`src/rtl/ngll_pkg.sv`:
```
// shared types, constants and helper functions of the gll position parser
package ngll_pkg;

    // fraction digits kept in the fixed-point coordinate and longest numeric field
    localparam int FRAC_DIGITS = 5;
    localparam int MAX_FIELD   = 15;

    // result width fixed by the output format, magnitude is one bit less
    localparam int OUT_W = 35;
    localparam int MAG_W = OUT_W - 1;

    function automatic longint ipow(input longint base, input int n);
        longint r;
        r = 1;
        for (int i = 0; i < n; i++) begin
            r = r * base;
        end
        return r;
    endfunction

    function automatic longint pow10(input int n);
        return ipow(10, n);
    endfunction

    // accumulated coordinate, ddmm scaled by 10^FRAC_DIGITS
    localparam longint RAW_LIMIT = pow10(5 + FRAC_DIGITS) - 1;
    localparam int     RAW_W     = $clog2(RAW_LIMIT + 1);
    localparam int     THR_W     = RAW_W + 1;
    localparam int     FRAC_W    = $clog2(FRAC_DIGITS + 1);
    localparam int     SCALE_W   = $clog2(pow10(FRAC_DIGITS) + 1);

    localparam logic [RAW_W-1:0] C_RAW_LIMIT = RAW_W'(RAW_LIMIT);
    // an accumulator at or above this value saturates on the next digit
    localparam logic [RAW_W-1:0] C_DIGIT_SAT = RAW_W'(pow10(4 + FRAC_DIGITS));

    // degree split: raw / (100 * 10^FRAC_DIGITS)
    localparam longint DEG_DIV = 100 * pow10(FRAC_DIGITS);
    localparam longint DEG_MAX = RAW_LIMIT / DEG_DIV;
    localparam int     DEG_W   = $clog2(DEG_MAX + 1);
    localparam int     MIN_W   = $clog2(DEG_DIV);
    localparam int     K1      = RAW_W;
    localparam longint R1      = (longint'(1) << K1) / DEG_DIV;
    localparam int     R1_W    = $clog2(R1 + 1);
    localparam int     M1_W    = RAW_W + R1_W;

    localparam logic [MIN_W-1:0] C_DEG_DIV = MIN_W'(DEG_DIV);
    localparam logic [R1_W-1:0]  C_R1      = R1_W'(R1);

    // minutes to 1e-7 degrees: min * 10^7 / (60 * 10^FRAC_DIGITS), reduced fraction
    localparam longint E7      = 10000000;
    localparam int     G2_EXP  = (2 + FRAC_DIGITS < 7) ? 2 + FRAC_DIGITS : 7;
    localparam int     G5_EXP  = (1 + FRAC_DIGITS < 7) ? 1 + FRAC_DIGITS : 7;
    localparam longint GCD_MIN = ipow(2, G2_EXP) * ipow(5, G5_EXP);
    localparam longint MIN_NUM = E7 / GCD_MIN;
    localparam longint MIN_DEN = 60 * pow10(FRAC_DIGITS) / GCD_MIN;
    localparam longint X_MAX   = (DEG_DIV - 1) * MIN_NUM;
    localparam int     X_W     = $clog2(X_MAX + 1);
    localparam int     Q_W     = $clog2(X_MAX / MIN_DEN + 1);
    localparam int     K2      = X_W;
    localparam longint R2      = (longint'(1) << K2) / MIN_DEN;
    localparam int     R2_W    = $clog2(R2 + 1);
    localparam int     M2_W    = X_W + R2_W;

    localparam logic [X_W-1:0]   C_MIN_NUM = X_W'(MIN_NUM);
    localparam logic [X_W-1:0]   C_MIN_DEN = X_W'(MIN_DEN);
    localparam logic [R2_W-1:0]  C_R2      = R2_W'(R2);
    localparam logic [MAG_W-1:0] C_E7      = MAG_W'(E7);

    // per-transaction sideband that rides along the conversion pipe
    typedef struct packed {
        logic       lat_neg;
        logic       lon_neg;
        logic [7:0] mode;
    } t_conv_side;

    // 10^(FRAC_DIGITS - frac): pads a short fraction to full length
    function automatic logic [SCALE_W-1:0] frac_scale(input logic [FRAC_W-1:0] frac);
        logic [SCALE_W-1:0] s;
        s = '0;
        for (int i = 0; i <= FRAC_DIGITS; i++) begin
            if (frac == FRAC_W'(i)) begin
                s = SCALE_W'(pow10(FRAC_DIGITS - i));
            end
        end
        return s;
    endfunction

    // padding overflows the limit exactly when acc >= 10^(5 + frac)
    function automatic logic [THR_W-1:0] frac_limit(input logic [FRAC_W-1:0] frac);
        logic [THR_W-1:0] t;
        t = '0;
        for (int i = 0; i <= FRAC_DIGITS; i++) begin
            if (frac == FRAC_W'(i)) begin
                t = THR_W'(pow10(5 + i));
            end
        end
        return t;
    endfunction

endpackage

```
`src/rtl/ngll_conv.sv`:
```
// pipelined ddmm.mmmmm to signed degrees e7 conversion for latitude and longitude
module ngll_conv import ngll_pkg::*; (
    input  logic                    i_clk,
    input  logic                    i_rst_n,
    input  logic                    i_in_valid,
    output logic                    o_in_ready,
    input  logic [RAW_W-1:0]        i_lat_raw,
    input  logic [RAW_W-1:0]        i_lon_raw,
    input  t_conv_side              i_side,
    output logic                    o_out_valid,
    input  logic                    i_out_ready,
    output logic signed [OUT_W-1:0] o_lat_e7,
    output logic signed [OUT_W-1:0] o_lon_e7,
    output logic [7:0]              o_mode
);

    localparam int NSTG = 8;

    logic [NSTG:1] r_vld;
    logic [NSTG:1] en;
    t_conv_side    r_side [NSTG:1];

    logic [RAW_W-1:0] raw_in [2];
    logic [OUT_W-1:0] out_e7 [2];

    assign raw_in[0] = i_lat_raw;
    assign raw_in[1] = i_lon_raw;

    // a stage loads when it is empty or its contents move on
    always_comb begin
        en[NSTG] = !r_vld[NSTG] || i_out_ready;
        for (int k = NSTG - 1; k >= 1; k--) begin
            en[k] = !r_vld[k] || en[k+1];
        end
    end

    always_ff @(posedge i_clk) begin
        if (!i_rst_n) begin
            r_vld <= '0;
        end else begin
            if (en[1]) begin
                r_vld[1] <= i_in_valid;
            end
            for (int k = 2; k <= NSTG; k++) begin
                if (en[k]) begin
                    r_vld[k] <= r_vld[k-1];
                end
            end
        end
    end

    always_ff @(posedge i_clk) begin
        if (en[1]) begin
            r_side[1] <= i_side;
        end
        for (int k = 2; k <= NSTG; k++) begin
            if (en[k]) begin
                r_side[k] <= r_side[k-1];
            end
        end
    end

    for (genvar g = 0; g < 2; g++) begin : g_lane
        logic [RAW_W-1:0] r1_raw, r2_raw, r2_prod;
        logic [DEG_W-1:0] r1_q, r2_q, r3_deg;
        logic [MIN_W-1:0] r3_min;
        logic [X_W-1:0]   r4_x, r5_x, r6_x, r6_prod;
        logic [Q_W-1:0]   r5_q, r6_q;
        logic [MAG_W-1:0] r4_dege7, r5_dege7, r6_dege7, r7_mag;
        logic [OUT_W-1:0] r8_out;

        logic [M1_W-1:0]  m1;
        logic [RAW_W-1:0] diff;
        logic             corr1;
        logic [M2_W-1:0]  m2;
        logic [X_W-1:0]   rem;
        logic             corr2;
        logic             neg;
        logic [OUT_W-1:0] mag_ext;

        always_comb begin
            m1      = M1_W'(raw_in[g]) * M1_W'(C_R1);
            diff    = r2_raw - r2_prod;
            corr1   = diff >= RAW_W'(C_DEG_DIV);
            m2      = M2_W'(r4_x) * M2_W'(C_R2);
            rem     = r6_x - r6_prod;
            corr2   = rem >= C_MIN_DEN;
            neg     = (g == 0) ? r_side[NSTG-1].lat_neg : r_side[NSTG-1].lon_neg;
            mag_ext = {1'b0, r7_mag};
        end

        always_ff @(posedge i_clk) begin
            // estimate degrees, may be one low
            if (en[1]) begin
                r1_raw <= raw_in[g];
                r1_q   <= DEG_W'(m1 >> K1);
            end
            if (en[2]) begin
                r2_raw  <= r1_raw;
                r2_q    <= r1_q;
                r2_prod <= RAW_W'(r1_q) * RAW_W'(C_DEG_DIV);
            end
            // fix up the estimate, leaves degrees and scaled minutes
            if (en[3]) begin
                r3_deg <= r2_q + DEG_W'(corr1);
                r3_min <= corr1 ? MIN_W'(diff - RAW_W'(C_DEG_DIV)) : MIN_W'(diff);
            end
            if (en[4]) begin
                r4_x     <= X_W'(r3_min) * C_MIN_NUM;
                r4_dege7 <= MAG_W'(r3_deg) * C_E7;
            end
            if (en[5]) begin
                r5_x     <= r4_x;
                r5_q     <= Q_W'(m2 >> K2);
                r5_dege7 <= r4_dege7;
            end
            if (en[6]) begin
                r6_x     <= r5_x;
                r6_q     <= r5_q;
                r6_prod  <= X_W'(r5_q) * C_MIN_DEN;
                r6_dege7 <= r5_dege7;
            end
            if (en[7]) begin
                r7_mag <= r6_dege7 + MAG_W'(r6_q + Q_W'(corr2));
            end
            if (en[8]) begin
                r8_out <= neg ? (~mag_ext + OUT_W'(1)) : mag_ext;
            end
        end

        assign out_e7[g] = r8_out;
    end

    assign o_in_ready  = en[1];
    assign o_out_valid = r_vld[NSTG];
    assign o_lat_e7    = out_e7[0];
    assign o_lon_e7    = out_e7[1];
    assign o_mode      = r_side[NSTG].mode;

endmodule

```
`config.mk`:
```
export PLATFORM = sky130hd
export DESIGN_NAME = ngll_conv
export DESIGN_NICKNAME = d
export VERILOG_FILES = /design/src/rtl/ngll_pkg.sv /design/src/rtl/ngll_conv.sv
export SDC_FILE = /design/constraint.sdc
export NUM_CORES = 2
export LEC_CHECK = 0
export BUFFER_PORTS_ARGS = -buffer_cell sky130_fd_sc_hd__buf_4
export CORE_ASPECT_RATIO = 0.75
export CORE_MARGIN = 2
export CORE_UTILIZATION = 48
export CTS_CLUSTER_SIZE = 20
export DETAILED_ROUTE_END_ITERATION = 8
export PLACE_DENSITY = 0.69
export SETUP_SLACK_MARGIN = 0.3
export SYNTH_ARGS = -nofsm -noshare
export SYNTH_HDL_FRONTEND = slang
export SYNTH_SLANG_ARGS = --single-unit
```
`constraint.sdc`:
```
create_clock -name i_clk -period 9.2 [get_ports i_clk]
set_input_delay 1.84 -clock i_clk [delete_from_list [all_inputs] [get_ports i_clk]]
set_output_delay 1.84 -clock i_clk [all_outputs]
set_load 0.01 [all_outputs]
```
==> results.sh <==
export IMPL_postCtsSetupRepairBufs=0
export IMPL_met2_usage=0.330
export IMPL_min_path_type="flip-flop to flip-flop"
export IMPL_critPathTopFamily="adder cells"
export IMPL_worst_r2r_setup_slack_ns=1.05
export IMPL_ys_seq_area_frac=0.333
export IMPL_final_cells=10400
export IMPL_dieArea_um2=187000
export IMPL_viasPerCell=5.32
export IMPL_antenna_found_initial=2
export IMPL_ys_warn_count=0
export IMPL_fin_worst_skew_ns=0.0435
export IMPL_firstDrtPassIters=6
export IMPL_busiest_layer="met2"
export IMPL_synthCells=7661
export IMPL_worst_ep_required_time_ns=9.71
export IMPL_ios=162
export IMPL_setup_viol=0
export IMPL_rows=136
export IMPL_port_buffers=161
export IMPL_start_kind="flip-flop"
export IMPL_slowest_delay_ns=0.74
export IMPL_setup_ws_ns=1.05
export IMPL_finalHoldViolCount=0
export IMPL_synth_cell_type_count=84
export IMPL_syn_cell_area_um2=88300
export IMPL_grtUsageMet1=0.325
export IMPL_pre_cts_slack_ns=1.11
export IMPL_track_usage=0.216
export IMPL_fin_nets=10300
export IMPL_cts_sinks=982
export IMPL_grt_max_degree=90
export IMPL_vias=55300
export IMPL_critPathKind="flip-flop to flip-flop"
export IMPL_most_common_layout_cells="1699 x inv_1, 1492 x ha_1, 974 x edfxtp_1"
export IMPL_finalCritPeriodShare=0.886
export IMPL_cts_max_level=3
export IMPL_synth_edf_count=974
export IMPL_ys_async_sr_fraction=0
export IMPL_slew_headroom=0.222
export IMPL_final_common_cell="inv_1"
export IMPL_drt_wl_total_um=199000
export IMPL_grt_pass1_wl_um=318000
export IMPL_hpwl_um=165000
export IMPL_synthFlopType="edfxtp_1"
export IMPL_die_y_um=375
export IMPL_insertion_delay_ns=0.77
export IMPL_wl_per_cell_um=19.2
export IMPL_placed_cells=10200
export IMPL_clockBufferDepth=3
export IMPL_max_cap_viol_count=0
export IMPL_crit_chain="ha_1 > xor2_1 > ha_1 > nand2b_1 > fa_1 > fa_1 > fa_1 > inv_1 > fa_1 > fa_1 > inv_1 > ha_1 > nand4_1 > a21oi_1 > inv_1 > a211oi_1 > nor4b_1 > or4b_2 > and2_1 > o21bai_1 > a21o_1 > a21oi_1 > xnor2_1"
export IMPL_coreArea_um2=183000
export IMPL_drcViolationCount=0
export IMPL_antenna_left=0
export IMPL_syn_area_per_cell_um2=11.5
export IMPL_crit_fanout=6
export IMPL_fmax_mhz=123
export IMPL_slew_viol_final=0
export IMPL_postLayoutCoreUtil=0.524
export IMPL_grt_pass1_vias=57000
export IMPL_status="finished clean"
export IMPL_cpMaxStageDelayCell="or4b_2"
export IMPL_area_growth_syn_to_layout_pct=8.59
export IMPL_drt_iter0_markers=3766
export IMPL_hold_buffers=0
export IMPL_crit_arrival_ns=8.67
export IMPL_initial_utilization=0.483
export IMPL_clockRootBuffer="clkbuf_16"
export IMPL_worst_slew_pin_slew_ns=1.17
export IMPL_path_clk_slew_ns=0.07
export IMPL_layout_drive_gt1_share=0.0498
export IMPL_die_w_um=499
export IMPL_worstSetupEndpointType="flip-flop"
export IMPL_cts_tree="built"
export IMPL_setup_tns_final_ns=0
export IMPL_cts_made_buffers=99
export IMPL_synth_seq_cells=982
export IMPL_use_met3=0.0355
export IMPL_cp_common_cell="fa_1"
export IMPL_min_period_ns=8.16
export IMPL_cts_resized=0
export IMPL_syn_nets=10100
export IMPL_critPathBufInv=3
export IMPL_rsz0062_at_grt="false"
export IMPL_overflow=0
export IMPL_gp_congestion=0.960
-- metal layers --
layer	up-vias	routed length [µm]
li1	26400	-
met1	27300	96400
met2	1400	86700
met3	209	12800
met4	4	3160
met5	-	27
-- cells in the mapped netlist, types with 11 or more instances --
cell type | count | share of area
inv_1 | 1704 | 0.072
ha_1 | 1492 | 0.21
edfxtp_1 | 974 | 0.33
fa_1 | 854 | 0.19
xnor2_1 | 328 | 0.033
a21oi_1 | 271 | 0.015
nor2_1 | 241 | 0.010
nand2_1 | 230 | 0.0098
o21ai_0 | 168 | 0.0095
xor2_1 | 145 | 0.014
a21o_1 | 138 | 0.012
nand3_1 | 109 | 0.0062
nor3_1 | 104 | 0.0059
o21a_1 | 70 | 0.0060
nand2b_1 | 62 | 0.0044
nor2b_1 | 59 | 0.0042
a31oi_1 | 58 | 0.0041
o21bai_1 | 58 | 0.0049
and3_1 | 45 | 0.0032
nand4_1 | 43 | 0.0030
or3_1 | 39 | 0.0028
clkbuf_1 | 31 | 0.0013
o211ai_1 | 31 | 0.0026
a211oi_1 | 29 | 0.0025
o31ai_1 | 27 | 0.0023
and2_1 | 23 | 0.0016
or2_2 | 22 | 0.0016
nor4_1 | 17 | 0.0012
a21boi_0 | 15 | 0.0013
o41ai_1 | 15 | 0.0015
or4_1 | 15 | 0.0013
a211o_1 | 12 | 0.0012
a221oi_1 | 12 | 0.0012
and4_1 | 11 | 0.0011
o311ai_0 | 11 | 0.0011
-- path summary, 6_finish.rpt --
path | start | end | cells past startpoint
worst min register to register | r_side[0][38] | r_side[0][48] | 0
worst max-delay path | g_lane[1].r4_x[5] | g_lane[1].r5_q[12] | 23
worst max register to register | g_lane[1].r4_x[5] | g_lane[1].r5_q[12] | 23
worst min-delay path | r_side[0][38] | r_side[0][48] | 0
-- area by class of cell --
class	count	area, µm²
multi-input cells	4929	52300
clock inverters	75	881
flip-flops and latches	982	29400
inverters	1704	6420
fillers	15600	87100
diodes	1	2.50
repair buffers	171	1280
well taps	2415	3020
clock buffers	113	2570
-- per-stage QoR --
step / cell area, µm² / hold WS (ns)
after global placement: 92400 / 0.401
after global routing: 95900 / 0.404
after detailed placement: 92400 / 0.405
after floorplan: 88300 / 0.400
after CTS: 95900 / 0.382
final: 95900 / 0.385
-- cell families (layout without fill, tap and decap cells) --
| group | count (synthesis) | count (layout) | synth area share |
|---|---|---|---|
| buffers and inverters | 1750 | 2063 | 0.0749 |
| adder cells (fa/ha/maj) | 2346 | 2346 | 0.405 |
| XOR/XNOR | 473 | 473 | 0.0469 |
| multiplexers | 15 | 15 | 0.00177 |
| AO/OA/AOI/OAI | 1044 | 1044 | 0.0784 |
| AND/OR/NAND/NOR | 1051 | 1051 | 0.0597 |
| other | 0 | 1 | 0 |
| flip-flops | 982 | 982 | 0.333 |
-- sequential cells by signal (all words and copies together) (netlist names), 48 cells and up --
signal	flops
g_lane.r4_dege7	54
g_lane.r6_dege7	54
g_lane.r7_mag	68
r_side	78
g_lane.r6_prod	52
g_lane.r2_raw	68
g_lane.r5_q	48
g_lane.r5_dege7	54
g_lane.r1_raw	68
g_lane.r6_x	52
g_lane.r3_min	48
g_lane.r4_x	52
g_lane.r2_prod	50
g_lane.r5_x	52
-- worst reg2reg max path, delay by kind of cell, from the launching register on --
family | cells | cell delay [ns]
fa+ha+maj | 8 | 3.68
simple gates | 5 | 1.46
compound gates | 5 | 1.33
flops | 1 | 0.63
xor+xnor | 2 | 0.61
buf+inv | 3 | 0.23
Power is not shown: default switching activity piles up to over one toggle a cycle in this logic, so the estimate is an artifact.
